### src/design/rank_one_coordinate_update_macros.svh
// Assertion macros shared by the rank-one coordinate update block.
`ifndef RANK_ONE_COORDINATE_UPDATE_MACROS_SVH
`define RANK_ONE_COORDINATE_UPDATE_MACROS_SVH

// check a condition in the same cycle as its trigger
`define ROC_ASSERT_SAME(lbl, ante, cons, msg) \
	lbl: assert property (@(posedge clk) disable iff (!arst_n) (ante) |-> (cons)) \
		else $error(msg);

// check a condition in the cycle after its trigger
`define ROC_ASSERT_NEXT(lbl, ante, cons, msg) \
	lbl: assert property (@(posedge clk) disable iff (!arst_n) (ante) |=> (cons)) \
		else $error(msg);

`endif

### src/design/roc_pkg.sv
// Package: shared widths, defaults, queue sizing and back-end state type.
`timescale 1ns / 1ps

package roc_pkg;

	localparam int DATA_W       = 32;
	localparam int ACC_W        = 64;
	localparam int MAX_NZ_DEF   = 65536;
	localparam int FRAC_DEF     = 16;
	localparam int QUEUE_DEPTH  = 4;
	localparam int QCNT_W       = $clog2(QUEUE_DEPTH + 1);
	localparam int DIV_STEPS    = DATA_W;
	localparam int ITER_W       = $clog2(DIV_STEPS);

	localparam logic [ACC_W-1:0] S64_MAX = {1'b0, {(ACC_W-1){1'b1}}};
	localparam logic [ACC_W-1:0] S64_MIN = {1'b1, {(ACC_W-1){1'b0}}};
	localparam logic [DATA_W-1:0] POS_LIM = {1'b0, {(DATA_W-1){1'b1}}};
	localparam logic [DATA_W-1:0] NEG_LIM = {1'b1, {(DATA_W-1){1'b0}}};

	typedef struct packed {
		logic empty;
		logic ovf;
	} job_flags_t;

	typedef enum logic [2:0] {
		B_IDLE,
		B_MUL,
		B_ADD,
		B_PREP,
		B_DIV,
		B_FIN,
		B_DONE
	} back_state_t;

endpackage

### src/design/roc_fifo.sv
// Short job queue between the accumulating front end and the dividing back end.
`timescale 1ns / 1ps

module roc_fifo import roc_pkg::*; #(
	parameter int WIDTH = 8,
	parameter int DEPTH = QUEUE_DEPTH
) (
	input  logic                         clk,
	input  logic                         arst_n,
	input  logic                         push,
	input  logic [WIDTH-1:0]             wr_data,
	input  logic                         pop,
	output logic [WIDTH-1:0]             rd_data,
	output logic                         empty,
	output logic [$clog2(DEPTH+1)-1:0]   count
);

	localparam int PTR_W = (DEPTH > 1) ? $clog2(DEPTH) : 1;
	localparam int CNT_W = $clog2(DEPTH + 1);

	logic [WIDTH-1:0] store_q [DEPTH];
	logic [PTR_W-1:0] wr_ptr_q;
	logic [PTR_W-1:0] rd_ptr_q;
	logic [CNT_W-1:0] count_q;

	function automatic logic [PTR_W-1:0] ptr_inc(input logic [PTR_W-1:0] p);
		logic [PTR_W-1:0] r;
		if (p == PTR_W'(DEPTH - 1)) begin
			r = '0;
		end else begin
			r = p + PTR_W'(1);
		end
		return r;
	endfunction

	always_ff @(posedge clk) begin
		if (push) begin
			store_q[wr_ptr_q] <= wr_data;
		end
	end

	always_ff @(posedge clk or negedge arst_n) begin
		if (!arst_n) begin
			wr_ptr_q <= '0;
			rd_ptr_q <= '0;
			count_q  <= '0;
		end else begin
			if (push) begin
				wr_ptr_q <= ptr_inc(wr_ptr_q);
			end
			if (pop) begin
				rd_ptr_q <= ptr_inc(rd_ptr_q);
			end
			count_q <= count_q + CNT_W'(push) - CNT_W'(pop);
		end
	end

	assign rd_data = store_q[rd_ptr_q];
	assign empty   = (count_q == '0);
	assign count   = count_q;

endmodule

### config.mk
export PLATFORM = sky130hd
export DESIGN_NAME = roc_fifo
export DESIGN_NICKNAME = d
export VERILOG_FILES = /design/src/design/rank_one_coordinate_update_macros.svh /design/src/design/roc_pkg.sv /design/src/design/roc_fifo.sv
export SDC_FILE = /design/constraint.sdc
export NUM_CORES = 1
export LEC_CHECK = 0
export BUFFER_PORTS_ARGS = -buffer_cell sky130_fd_sc_hd__clkbuf_2
export CORE_AREA = 2 2 47 70
export CTS_BUF_LIST = sky130_fd_sc_hd__clkbuf_4
export CTS_CLUSTER_SIZE = 8
export DETAILED_ROUTE_END_ITERATION = 12
export DIE_AREA = 0 0 49 72
export PLACE_DENSITY = 0.78
export SYNTH_ARGS = -nofsm -noshare
export SYNTH_HDL_FRONTEND = slang
export SYNTH_SLANG_ARGS = --single-unit
### constraint.sdc
create_clock -name clk -period 3 [get_ports clk]
set_input_delay 0.6 -clock clk [delete_from_list [all_inputs] [get_ports clk]]
set_output_delay 0.6 -clock clk [all_outputs]
set_load 0.01 [all_outputs]
==> report_table.html <==
<table>
<tr><th>Metric</th><th>Value</th></tr>
<tr><th colspan="2">Clock tree</th></tr>
<tr><td>Number of buffers on the longest clock path</td><td>2</td></tr>
<tr><td>Inserted Clock Buffers</td><td>5</td></tr>
<tr><td>Number of levels in the clock H-tree</td><td>2</td></tr>
<tr><td>Clock tree from TritonCTS</td><td>done</td></tr>
<tr><td>Root Buffer</td><td>sky130_fd_sc_hd__clkbuf_4</td></tr>
<tr><td>CTS clk-pin slew, worst paths</td><td>between 100 and 150 ps</td></tr>
<tr><td>Count of hold buffers inserted by post-cts repair</td><td>0</td></tr>
<tr><td>Number of buffers added for setup after CTS</td><td>0</td></tr>
<tr><td>Count of cells resized by post-cts repair</td><td>0</td></tr>
<tr><td>Sink Count</td><td>39</td></tr>
<tr><td>Clock insertion delay at the later pin of the skew report</td><td>350 ps</td></tr>
<tr><th colspan="2">Route</th></tr>
<tr><td>Drt pass-1 iters</td><td>2</td></tr>
<tr><td>Antenna Nets Post-Route</td><td>0</td></tr>
<tr><td>Vias after detailed routing</td><td>750</td></tr>
<tr><td>Post-route DRC</td><td>0</td></tr>
<tr><td>Detailed Route Iter0 Violations</td><td>29</td></tr>
<tr><td>Average vias per placed instance</td><td>5.17</td></tr>
<tr><td>Total wire length</td><td>around 2.2 mm</td></tr>
<tr><td>Routed wire per std cell</td><td>15.4 microns</td></tr>
<tr><th colspan="2">Yosys</th></tr>
<tr><td>Register area share after synthesis</td><td>72.9%</td></tr>
<tr><td>Proportion of register bits with asynchronous set or reset after synthesis</td><td>17.9%</td></tr>
<tr><td>Yosys top cell area share</td><td>about three fifths</td></tr>
<tr><td>Synthesis-stage register bit count</td><td>39</td></tr>
<tr><td>Count of warnings emitted by yosys</td><td>0</td></tr>
<tr><td>Top flip-flop cell by instance count after synthesis</td><td>sky130_fd_sc_hd__edfxtp_1</td></tr>
<tr><td>Most area-hungry cell type in the Yosys netlist</td><td>sky130_fd_sc_hd__edfxtp_1</td></tr>
<tr><td>Synthesized instance count</td><td>77</td></tr>
<tr><td>Mapped cell area</td><td>1560 sq um</td></tr>
<tr><td>Number of different library cells in the post-synthesis netlist</td><td>16</td></tr>
<tr><td>Number of synthesized flops with an enable pin</td><td>32</td></tr>
<tr><td>Net count after synthesis</td><td>97</td></tr>
<tr><td>Commonest cells in the synthesized netlist</td><td>sky130_fd_sc_hd__edfxtp_1 (32), sky130_fd_sc_hd__mux4_2 (8), sky130_fd_sc_hd__dfrtp_1 (7), sky130_fd_sc_hd__ha_1 (7), sky130_fd_sc_hd__inv_1 (6)</td></tr>
<tr><td>Mean instance size in the synthesized netlist</td><td>20.2 sq um</td></tr>
<tr><td>Leading post-synthesis cells by cell area</td><td>sky130_fd_sc_hd__edfxtp_1 (62%), sky130_fd_sc_hd__mux4_2 (12%), sky130_fd_sc_hd__dfrtp_1 (11%), sky130_fd_sc_hd__ha_1 (5.6%), sky130_fd_sc_hd__and2_1 (1.6%)</td></tr>
<tr><td>Library cell with the highest instance count after synthesis</td><td>sky130_fd_sc_hd__edfxtp_1</td></tr>
<tr><th colspan="2">Floorplanning</th></tr>
<tr><td>Starting utilization of the core area</td><td>53.5%</td></tr>
<tr><td>Number of core rows</td><td>24</td></tr>
<tr><td>I/O pin count</td><td>24</td></tr>
<tr><td>Die X-Extent</td><td>~49 microns</td></tr>
<tr><td>Floorplan die height</td><td>72 microns</td></tr>
<tr><td>Placeable core region</td><td>2910 sq um</td></tr>
<tr><td>Total die area</td><td>3530 sq um</td></tr>
<tr><th colspan="2">Setup path</th></tr>
<tr><td>Number of cells on the worst reg-to-reg path</td><td>8</td></tr>
<tr><td>Startpoint class of the critical path</td><td>register</td></tr>
<tr><td>Worst reg2reg endpoint</td><td>count[2]$_DFF_PN0_</td></tr>
<tr><td>Kind of end point of the critical path</td><td>output pin</td></tr>
<tr><td>Data arrival time of the critical path</td><td>1780 ps</td></tr>
<tr><td>Slowest stage cell on the critical path</td><td>sky130_fd_sc_hd__dfrtp_1</td></tr>
<tr><td>Termination of the worst setup path</td><td>rd_data[5]</td></tr>
<tr><td>Worst R2R Setup Slack</td><td>1300 ps</td></tr>
<tr><td>Cells along the critical path</td><td>mux4_2 &gt; clkbuf_2</td></tr>
<tr><td>Crit path kind</td><td>reg -&gt; out</td></tr>
<tr><td>Worst flop-to-flop path startpoint</td><td>count[0]$_DFF_PN0_</td></tr>
<tr><td>Worst endpoint required time</td><td>approximately 2400 ps</td></tr>
<tr><td>Largest stage delay on the critical path</td><td>710 ps</td></tr>
<tr><td>Crit path max fanout</td><td>11</td></tr>
<tr><td>Critical path startpoint</td><td>rd_ptr_q[0]$_DFFE_PN0P_</td></tr>
<tr><th colspan="2">Finish</th></tr>
<tr><td>Fill cell total of the finished layout</td><td>230</td></tr>
<tr><td>Share of layout cells above drive strength 1</td><td>38.7%</td></tr>
<tr><td>Ant diodes</td><td>0</td></tr>
<tr><td>Number of standard cells in the final layout excluding fillers</td><td>145</td></tr>
<tr><td>Growth of design area from synthesis to finish</td><td>16.2%</td></tr>
<tr><td>Total Nets Final</td><td>125</td></tr>
<tr><td>Util after Layout</td><td>62.2%</td></tr>
<tr><th colspan="2">Global route</th></tr>
<tr><td>Total overflow reported by the global router</td><td>0</td></tr>
<tr><td>Pin count of the biggest net entering global routing</td><td>13</td></tr>
<tr><td>Number of global-route vias before repair</td><td>826</td></tr>
<tr><td>Layer with the highest usage</td><td>met2</td></tr>
<tr><td>Met3 Resource Use GR</td><td>4.94%</td></tr>
<tr><td>Met2 global-route usage</td><td>26.9%</td></tr>
<tr><td>Wire length of the first global-routing pass</td><td>3.80 mm</td></tr>
<tr><td>M1 GR Usage</td><td>16.8%</td></tr>
<tr><td>Aggregate global-route resource usage</td><td>15.5%</td></tr>
<tr><td>Initial antenna violation count</td><td>0</td></tr>
<tr><th colspan="2">Min path</th></tr>
<tr><td>Worst min path class</td><td>in -&gt; async</td></tr>
<tr><th colspan="2">Status</th></tr>
<tr><td>Outcome</td><td>complete, no violations</td></tr>
<tr><th colspan="2">STA</th></tr>
<tr><td>Final Skew</td><td>13.8 ps</td></tr>
<tr><td>Least-Margin Pin Slew</td><td>around 570 ps</td></tr>
<tr><td>Fin Setup TNS</td><td>0 ps</td></tr>
<tr><td>Count of pins over their slew limit</td><td>0</td></tr>
<tr><td>RSZ-0062 raised after global routing</td><td>false</td></tr>
<tr><td>Final min period</td><td>2380 ps</td></tr>
<tr><td>Max_slew headroom</td><td>just over 60%</td></tr>
<tr><td>Crit share post-route</td><td>79.3%</td></tr>
<tr><td>Final hold violations</td><td>0</td></tr>
<tr><td>Highest clock rate</td><td>0.420 GHz</td></tr>
<tr><td>Setup Viol. Count Final</td><td>0</td></tr>
<tr><th colspan="2">Power</th></tr>
<tr><td>Pwr Density</td><td>951 nW/um^2</td></tr>
<tr><td>Reported leakage power</td><td>0.703 nW</td></tr>
<tr><td>Worst IR drop on VDD</td><td>0.683 mV</td></tr>
<tr><td>Tot Pwr</td><td>around 1.7 mW</td></tr>
<tr><th colspan="2">Placed design</th></tr>
<tr><td>HPWL reported at the end of detailed placement</td><td>1.59 mm</td></tr>
<tr><td>Final Wtd Congestion</td><td>around 0.64</td></tr>
<tr><td># port buffers</td><td>23</td></tr>
<tr><td>Placed Cells</td><td>137</td></tr>
<tr><th colspan="2">Flow run</th></tr>
<tr><td>Number of violations of the max-capacitance limit</td><td>0</td></tr>
</table>
## routing by layer
| layer | wire, microns | part of all wire, % | vias up |
|---|---|---|---|
| li1 | - | - | 349 |
| met1 | 858 | 38 | 371 |
| met2 | 1220 | 55 | 23 |
| met3 | 91 | 4.1 | 7 |
| met4 | 63 | 2.8 | 0 |
| met5 | 0 | 0 | - |
## how the worst min path moves through the flow
stage | endpoint | slack (ps) | cells past startpoint
floorplan | count[0]$_DFF_PN0_ | 300 | 0
global placement | count[0]$_DFF_PN0_ | 440 | 1
detailed placement | count[0]$_DFF_PN0_ | 450 | 1
CTS | wr_ptr_q[1]$_DFFE_PN0P_ | 60 | 1
global route | wr_ptr_q[1]$_DFFE_PN0P_ | 60 | 1
finish | wr_ptr_q[1]$_DFFE_PN0P_ | 70 | 1
## state kept, by name, indices dropped and copies added, names as in the netlist
signal / count
store_q: 32
count: 3
wr_ptr_q: 2
rd_ptr_q: 2
## area by class of cell
type | count | area (sq um) | share of cell area, %
Tap cell | 39 | 48.8 | 2.69
Multi-Input combinational cell | 30 | 384 | 21.2
Clock inverter | 2 | 60.1 | 3.31
Timing Repair Buffer | 23 | 115 | 6.35
Sequential cell | 39 | 1140 | 62.7
Inverter | 6 | 22.5 | 1.24
Clock buffer | 6 | 45.0 | 2.49
## layout by cell type (no fill, tap or decap), types with 2 or more instances in the layout
cell type                   Yosys  final
sky130_fd_sc_hd__edfxtp_1      32     32
sky130_fd_sc_hd__clkbuf_2       0     23
sky130_fd_sc_hd__mux4_2         8      8
sky130_fd_sc_hd__ha_1           7      7
sky130_fd_sc_hd__dfrtp_1        7      7
sky130_fd_sc_hd__inv_1          6      6
sky130_fd_sc_hd__clkbuf_4       0      6
sky130_fd_sc_hd__and2_1         4      4
sky130_fd_sc_hd__xnor2_1        2      2
sky130_fd_sc_hd__o21ai_0        2      2
sky130_fd_sc_hd__mux2_2         2      2
sky130_fd_sc_hd__bufinv_16      0      2
## power breakdown
| group | internal, mW | switching (mW) | leakage [nW] |
|---|---|---|---|
| sequential | 0.713 | 0.109 | 0.377 |
| clock | 0.269 | 0.160 | 0.0559 |
| combinational | 0.256 | 0.215 | 0.270 |
| total | 1.24 | 0.484 | 0.703 |
## critical path: cells and delay by family, from the launching register on
| kind | cells | cell delay (ps) |
|---|---|---|
| buffers and inverters | 1 | 140 |
| flip-flops | 1 | 710 |
| multiplexers | 1 | 580 |
## through the flow
| step | setup WS, ps | hold slack [ps] | instance area, sq um |
|---|---|---|---|
| after global placement | 974 | 440 | 1710 |
| after detailed placement | 965 | 451 | 1710 |
| after floorplan | 1170 | 304 | 1560 |
| after CTS | 561 | 61.1 | 1810 |
| after global routing | 489 | 60.4 | 1810 |
| final | 620 | 70.2 | 1810 |
## logic make-up (layout without fill, tap and decap cells)
kind of cell	after synthesis	after routing	synth area share (%)
adder cells (fa/ha/maj)	8	8	6.90
AO/OA/AOI/OAI	2	2	0.642
XOR/XNOR	2	2	1.12
flip-flops	39	39	72.9
multiplexers	10	10	13.0
AND/OR/NAND/NOR	8	8	2.97
buffers and inverters	8	37	2.49
Note: power is estimated with default switching activity, not from simulation.
