### config.mk
export PLATFORM = sky130hd
export DESIGN_NAME = roc_back_flat
export DESIGN_NICKNAME = d
export VERILOG_FILES = /design/src/design/rank_one_coordinate_update_macros.svh /design/src/design/roc_pkg.sv /design/src/design/roc_if.sv /design/src/design/roc_back.sv /design/src/flat_wrapper.sv
export SDC_FILE = /design/constraint.sdc
export NUM_CORES = 2
export LEC_CHECK = 0
export ABC_AREA = 1
export ABC_CLOCK_PERIOD_IN_PS = 7000
export BUFFER_PORTS_ARGS = -buffer_cell sky130_fd_sc_hd__buf_2
export CAP_MARGIN = 25
export CORE_MARGIN = 2
export CORE_UTILIZATION = 30
export DETAILED_ROUTE_END_ITERATION = 6
export HOLD_SLACK_MARGIN = 0.03
export SYNTH_ARGS = -nofsm -noshare
export SYNTH_HDL_FRONTEND = slang
export SYNTH_SLANG_ARGS = --single-unit
### constraint.sdc
create_clock -name clk -period 7 [get_ports clk]
set_input_delay 0.7 -clock clk [delete_from_list [all_inputs] [get_ports clk]]
set_output_delay 0.7 -clock clk [all_outputs]
set_load 0.005 [all_outputs]
### src/design/rank_one_coordinate_update_macros.svh
// Assertion macros shared by the rank-one coordinate update block.
`ifndef RANK_ONE_COORDINATE_UPDATE_MACROS_SVH
`define RANK_ONE_COORDINATE_UPDATE_MACROS_SVH

// check a condition in the same cycle as its trigger
`define ROC_ASSERT_SAME(lbl, ante, cons, msg) \
	lbl: assert property (@(posedge clk) disable iff (!arst_n) (ante) |-> (cons)) \
		else $error(msg);

// check a condition in the cycle after its trigger
`define ROC_ASSERT_NEXT(lbl, ante, cons, msg) \
	lbl: assert property (@(posedge clk) disable iff (!arst_n) (ante) |=> (cons)) \
		else $error(msg);

`endif

### src/design/roc_pkg.sv
// Package: shared widths, defaults, queue sizing and back-end state type.
`timescale 1ns / 1ps

package roc_pkg;

	localparam int DATA_W       = 32;
	localparam int ACC_W        = 64;
	localparam int MAX_NZ_DEF   = 65536;
	localparam int FRAC_DEF     = 16;
	localparam int QUEUE_DEPTH  = 4;
	localparam int QCNT_W       = $clog2(QUEUE_DEPTH + 1);
	localparam int DIV_STEPS    = DATA_W;
	localparam int ITER_W       = $clog2(DIV_STEPS);

	localparam logic [ACC_W-1:0] S64_MAX = {1'b0, {(ACC_W-1){1'b1}}};
	localparam logic [ACC_W-1:0] S64_MIN = {1'b1, {(ACC_W-1){1'b0}}};
	localparam logic [DATA_W-1:0] POS_LIM = {1'b0, {(DATA_W-1){1'b1}}};
	localparam logic [DATA_W-1:0] NEG_LIM = {1'b1, {(DATA_W-1){1'b0}}};

	typedef struct packed {
		logic empty;
		logic ovf;
	} job_flags_t;

	typedef enum logic [2:0] {
		B_IDLE,
		B_MUL,
		B_ADD,
		B_PREP,
		B_DIV,
		B_FIN,
		B_DONE
	} back_state_t;

endpackage

### src/design/roc_if.sv


interface roc_result_if import roc_pkg::*; ();
	logic                     valid;
	logic                     ready;
	logic signed [DATA_W-1:0] new_factor;
	logic                     saturated;

	modport source (output valid, new_factor, saturated, input ready);
	modport sink (input valid, new_factor, saturated, output ready);
endinterface


### src/design/roc_back.sv
// Back end: forms the denominator and divides one bit a cycle into the result.
`timescale 1ns / 1ps

module roc_back import roc_pkg::*; #(
	parameter int MAX_COLUMN_NONZEROS = MAX_NZ_DEF,
	parameter int FRACTION_BITS       = FRAC_DEF,
	parameter int CNT_W               = $clog2(MAX_COLUMN_NONZEROS + 1)
) (
	input  logic                     clk,
	input  logic                     arst_n,
	input  logic [DATA_W-1:0]        reg_weight,
	input  logic                     job_valid,
	input  logic signed [ACC_W-1:0]  job_g,
	input  logic signed [ACC_W-1:0]  job_h,
	input  logic [CNT_W-1:0]         job_cnt,
	input  job_flags_t               job_flags,
	output logic                     job_pop,
	roc_result_if.source             results
);

	localparam int SH     = DATA_W - FRACTION_BITS;
	localparam int PROD_W = DATA_W + CNT_W;

	back_state_t state_q;
	back_state_t state_next;

	logic signed [ACC_W-1:0] g_q;
	logic signed [ACC_W-1:0] h_q;
	logic [CNT_W-1:0]        cnt_q;
	logic                    flag_q;
	logic [PROD_W-1:0]       prod_q;
	logic [ACC_W-1:0]        den_q;
	logic [ACC_W-1:0]        rem_q;
	logic [DATA_W-1:0]       low_q;
	logic [DATA_W-1:0]       quo_q;
	logic [ITER_W-1:0]       iter_q;
	logic [DATA_W-1:0]       fin_factor_q;
	logic                    fin_sat_q;
	logic                    res_valid_q;
	logic [DATA_W-1:0]       res_factor_q;
	logic                    res_sat_q;

	logic                    res_load;
	logic                    neg;
	logic [ACC_W-1:0]        mag;
	logic                    den_zero;
	logic                    quo_ovf;
	logic [ACC_W-1:0]        h_pos;
	logic [ACC_W:0]          den_sum;
	logic [ACC_W:0]          shifted;
	logic                    step_ge;
	logic [DATA_W-1:0]       lim;

	always_comb begin
		neg      = g_q[ACC_W-1];
		mag      = neg ? (~g_q + ACC_W'(1)) : g_q;
		den_zero = (den_q == '0);
		quo_ovf  = ((mag >> SH) >= den_q);
		h_pos    = h_q[ACC_W-1] ? '0 : h_q;
		den_sum  = (ACC_W+1)'(prod_q) + (ACC_W+1)'(h_pos);
		shifted  = {rem_q, low_q[DATA_W-1]};
		step_ge  = (shifted >= {1'b0, den_q});
		lim      = neg ? NEG_LIM : POS_LIM;
	end

	always_comb begin
		state_next = state_q;
		case (state_q)
			B_IDLE: begin
				if (job_pop) begin
					state_next = job_flags.empty ? B_DONE : B_MUL;
				end
			end
			B_MUL:  state_next = B_ADD;
			B_ADD:  state_next = B_PREP;
			B_PREP: state_next = (den_zero || quo_ovf) ? B_DONE : B_DIV;
			B_DIV: begin
				if (iter_q == '0) begin
					state_next = B_FIN;
				end
			end
			B_FIN:  state_next = B_DONE;
			B_DONE: begin
				if (res_load) begin
					state_next = B_IDLE;
				end
			end
			default: state_next = B_IDLE;
		endcase
	end

	always_comb begin
		job_pop  = 1'b0;
		res_load = 1'b0;
		case (state_q)
			B_IDLE:  job_pop  = job_valid;
			B_DONE:  res_load = !res_valid_q || results.ready;
			default: begin
				job_pop  = 1'b0;
				res_load = 1'b0;
			end
		endcase
	end

	always_ff @(posedge clk or negedge arst_n) begin
		if (!arst_n) begin
			state_q     <= B_IDLE;
			res_valid_q <= 1'b0;
		end else begin
			state_q <= state_next;
			if (res_load) begin
				res_valid_q <= 1'b1;
			end else if (results.ready) begin
				res_valid_q <= 1'b0;
			end
		end
	end

	always_ff @(posedge clk) begin
		case (state_q)
			B_IDLE: begin
				if (job_pop) begin
					g_q          <= job_g;
					h_q          <= job_h;
					cnt_q        <= job_cnt;
					flag_q       <= job_flags.ovf;
					fin_factor_q <= '0;
					fin_sat_q    <= 1'b0;
				end
			end
			B_MUL: prod_q <= reg_weight * cnt_q;
			B_ADD: begin
				if (den_sum[ACC_W:ACC_W-1] != '0) begin
					den_q  <= S64_MAX;
					flag_q <= 1'b1;
				end else begin
					den_q  <= den_sum[ACC_W-1:0];
				end
			end
			B_PREP: begin
				if (den_zero) begin
					fin_factor_q <= '0;
					fin_sat_q    <= 1'b1;
				end else if (quo_ovf) begin
					fin_factor_q <= lim;
					fin_sat_q    <= 1'b1;
				end else begin
					rem_q  <= mag >> SH;
					low_q  <= {mag[SH-1:0], {FRACTION_BITS{1'b0}}};
					quo_q  <= '0;
					iter_q <= ITER_W'(DIV_STEPS - 1);
				end
			end
			B_DIV: begin
				rem_q  <= step_ge ? ACC_W'(shifted - {1'b0, den_q}) : shifted[ACC_W-1:0];
				low_q  <= low_q << 1;
				quo_q  <= {quo_q[DATA_W-2:0], step_ge};
				iter_q <= iter_q - ITER_W'(1);
			end
			B_FIN: begin
				if (quo_q > lim) begin
					fin_factor_q <= neg ? (~lim + DATA_W'(1)) : lim;
					fin_sat_q    <= 1'b1;
				end else begin
					fin_factor_q <= neg ? (~quo_q + DATA_W'(1)) : quo_q;
					fin_sat_q    <= flag_q;
				end
			end
			B_DONE: begin
				if (res_load) begin
					res_factor_q <= fin_factor_q;
					res_sat_q    <= fin_sat_q;
				end
			end
			default: begin
				rem_q <= rem_q;
			end
		endcase
	end

	assign results.valid      = res_valid_q;
	assign results.new_factor = res_factor_q;
	assign results.saturated  = res_sat_q;

endmodule

### src/flat_wrapper.sv
// flat-port wrapper written by rule: the top's interface ports become plain ports
module roc_back_flat import roc_pkg::*;
#(
	parameter int MAX_COLUMN_NONZEROS = MAX_NZ_DEF,
	parameter int FRACTION_BITS       = FRAC_DEF,
	parameter int CNT_W               = $clog2(MAX_COLUMN_NONZEROS + 1)
)
  (clk, arst_n, reg_weight, job_valid, job_g, job_h, job_cnt, job_flags, job_pop, results_valid, results_new_factor, results_saturated, results_ready);
  roc_result_if results_i ();
  input  logic clk;
  input  logic arst_n;
  input  logic [DATA_W-1:0] reg_weight;
  input  logic job_valid;
  input  logic signed [ACC_W-1:0] job_g;
  input  logic signed [ACC_W-1:0] job_h;
  input  logic [CNT_W-1:0] job_cnt;
  input  job_flags_t job_flags;
  output logic job_pop;
  output wire logic [$bits(results_i.valid)-1:0] results_valid;
  output wire logic [$bits(results_i.new_factor)-1:0] results_new_factor;
  output wire logic [$bits(results_i.saturated)-1:0] results_saturated;
  input wire logic [$bits(results_i.ready)-1:0] results_ready;
  assign results_valid = results_i.valid;
  assign results_new_factor = results_i.new_factor;
  assign results_saturated = results_i.saturated;
  assign results_i.ready = results_ready;
  roc_back #(.MAX_COLUMN_NONZEROS(MAX_COLUMN_NONZEROS), .FRACTION_BITS(FRACTION_BITS), .CNT_W(CNT_W)) u_core (.clk(clk), .arst_n(arst_n), .reg_weight(reg_weight), .job_valid(job_valid), .job_g(job_g), .job_h(job_h), .job_cnt(job_cnt), .job_flags(job_flags), .job_pop(job_pop), .results(results_i));
endmodule
==> impl_metrics.ini <==
[outcome]
status = finished, violations left
violations = design-rule violations

[floorplanning]
core_mm2 = 0.1667
rows = 150
dieWidth_um = 413.2
fp.dieH_um = 413.2
io_pins = 218
initial_utilization_pct = 30.15
die_area_mm2 = 0.1708

[global_route]
grt_util_all_layers_pct = 21.21
grt_max_degree = 95
grt_pass1_vias = 44740
antenna_found_initial = 3
gr-total-overflow = 0
grt_pass1_wl_um = 272700

[drt]
wl_per_cell_um = 19.93
dr_wl_met3_um = 10920
dr.pass1.iters = 7
drt-met1-wl_um = 77070
ant_nets = 0
via_per_inst = 4.821
drcViolationCount = 21
highest_layer = met4
wl_um = 183200
drtIter0Drc = 3382
wl_met2_um = 88370
via_count = 44320

[clock_network]
path_clk_slew_ns = 0.06
clock_path_buffers = 3
insertion_delay_ns = 0.74
htree_num_levels = 2
clock-root-buffer = clkbuf_16
clock_sinks = 446
cts_tree = done
cts_buffers = 59

[logic_synthesis]
synthFlopType = edfxtp_1
avgSynthCellArea_um2 = 7.417
syn-instance-count = 6774
synth_cell_types = 53
synth-edff-count = 442
ys_ff_latch = 446
synthArstFlopShare_pct = 0.8969
synthesis.nets = 7727
yosys.area.top_type = edfxtp_1
yosys_warnings = 0
synth_top_area_share_pct = 26.42
ys_top_cells_by_area = edfxtp_1, fa_1, nand2_1
syn-cell-area_mm2 = 0.05024
ys_seq_area_share_pct = 26.62

[placed_design]
portBuffers = 217
gp_congestion = 0.9959
hpwlAfterDp_um = 152800
place_ws_ns = -0.2450

[setup_path]
cp-end-kind = flop
criticalPathCategory = reg2reg
crit_path_start_kind = flop
worstPathArrival_ns = 7.29
crit_path_max_fanout = 13
required_ns = 7.46

[finish]
area_growth_pct = 11.66
drive_gt1_share_pct = 6.313
nets = 7890
fill_cells = 17930

[timing]
rsz0062_at_grt = no
period_needed_ns = 6.838
final.setup_skew_ns = 0.1182
tightest_slew_ns = 1.044
setup_viol = 0
slew_violations = 0
fmax_mhz = 146.3
fin_setup_tns_ns = 0
post-route-period-util_pct = 97.68
slew_headroom_pct = 30.26
setup_slack_ns = 0.1624
hold_viol = 0

[worst_hold_path]
min_path_type = in2reg

[flow_run]
drv_cap = 0
==> critical path, cell delays in order (launching register included) <==
cell and delay (ns):
edfxtp_1 0.87, buf_4 0.26, nand2_1 0.06, inv_1 0.09, fa_1 0.46, fa_1 0.52
fa_1 0.50, fa_1 0.55, fa_1 0.56, inv_1 0.06, fa_1 0.52, inv_1 0.04
ha_1 0.37, a21oi_1 0.21, o21ai_0 0.21, a21oi_1 0.36, nand2_1 0.17, a21oi_1 0.37
o21ai_0 0.17, xor2_1 0.19
==> logic make-up (layout without fill, tap and decap cells) <==
kind of cell    after synthesis  in the layout  share of synthesized area, %
simple gates               3100           3100                         25.35
buf+inv                    1715           1927                         12.91
fa+ha+maj                   770            770                         25.91
compound gates              552            552                         5.895
flops                       446            446                         26.62
xor+xnor                    190            190                         3.312
other cells                   1              4                      0.007464
==> path summary, 6_finish.rpt <==
kind                       slack, ns  cells after the start                    start                            end
min reg2reg                     0.42                      0  u_core.fin_factor_q[11]  u_core.results.new_factor[11]
min in group asynchronous       0.32                      2                   arst_n              u_core.state_q[2]
max                             0.16                     19         u_core.cnt_q[15]              u_core.prod_q[32]
max in group asynchronous       6.55                      2                   arst_n              u_core.state_q[0]
max reg2reg                     0.16                     19         u_core.cnt_q[15]              u_core.prod_q[32]
min                             0.14                      1              job_cnt[11]               u_core.cnt_q[11]
==> repair_timing <==
| item | in CTS | in global routing |
|---|---|---|
| gates cloned | 0 | 0 |
| hold buffers | 1 | 0 |
| setup buffers | 0 | 2 |
| gates resized for setup | 1 | 0 |
| endpoints found under the hold margin | 4 | 0 |
| setup endpoints to repair | 2 | 1 |
==> area by class of cell <==
cell class / instances / area, µm² / share of cell area, %
Multi-Input combinational cell: 4613 / 30430 / 54.25
Sequential cell: 446 / 13370 / 23.84
Inverter: 1524 / 5720 / 10.20
Tap cell: 2204 / 2758 / 4.916
Timing Repair Buffer: 293 / 1807 / 3.221
Clock buffer: 65 / 1499 / 2.672
Clock inverter: 45 / 501.7 / 0.8944
Antenna cell: 3 / 7.507 / 0.01338
==> registers in the layout (all words and copies together) (netlist names), 5 cells and up <==
register / cells
u_core.cnt_q: 17
u_core.rem_q: 64
u_core.low_q: 16
u_core.fin_factor_q: 32
u_core.h_q: 64
u_core.prod_q: 49
u_core.results.new_factor: 32
u_core.den_q: 64
u_core.g_q: 64
u_core.iter_q: 5
u_core.quo_q: 32
==> placed cells by master, fill, tap and decap left out, drive strengths merged, types with 2 or more instances in the layout <==
cell type / n
xor2: 130
xnor2: 60
nor4: 18
dfrtp: 4
diode: 3
edfxtp: 442
nand2: 1870
nand2b: 2
clkinvlp: 9
nor3b: 2
a21boi: 6
clkinv: 26
o31ai: 3
nand3: 375
and2: 5
o21a: 13
buf: 292
ha: 319
o21ai: 176
nor3: 59
o21bai: 19
o211ai: 7
a31oi: 18
a22oi: 2
or2: 26
and3: 8
a21o: 14
bufinv: 6
nor2: 612
inv: 1528
fa: 451
clkbuf: 65
nand4: 95
nand3b: 26
a21oi: 291
==> metrics by stage <==
stage	instances	hold slack, ns	util (%)	cell area [µm²]
global placement	9074	0.4040	32.39	53990
detailed placement	9076	0.4054	32.42	54030
finish	9193	0.1414	33.66	56100
floorplan	6774	0.4003	-	50240
global route	9192	0.1041	33.66	56100
CTS	9187	0.08553	33.63	56050
==> per-layer routing <==
metal	up-vias	track usage [%]
met3	262	3.113
li1	21140	-
met5	-	0
met2	1388	36.61
met4	0	7.229
met1	21530	26.94
==> synth_stat cells (5+ instances only) <==
master and n:
nand4_1 94, a21o_1 14, or2_2 25, o21bai_1 19, xor2_1 130, o21a_1 13, ha_1 319, buf_2 14
nand3b_1 26, xnor2_1 60, o211ai_1 7, a21oi_1 290, nand3_1 373, fa_1 451, nor4_1 18, nor3_1 56
a31oi_1 18, clkbuf_1 161, nor2_1 608, o21ai_0 173, nand2_1 1869, edfxtp_1 442, a21boi_0 5, and2_1 5
buf_1 12, inv_1 1518, and3_1 8
Power is left out: the tool's default activity adds up to more than one toggle a clock period on the data nets, which glitch-free logic cannot reach.
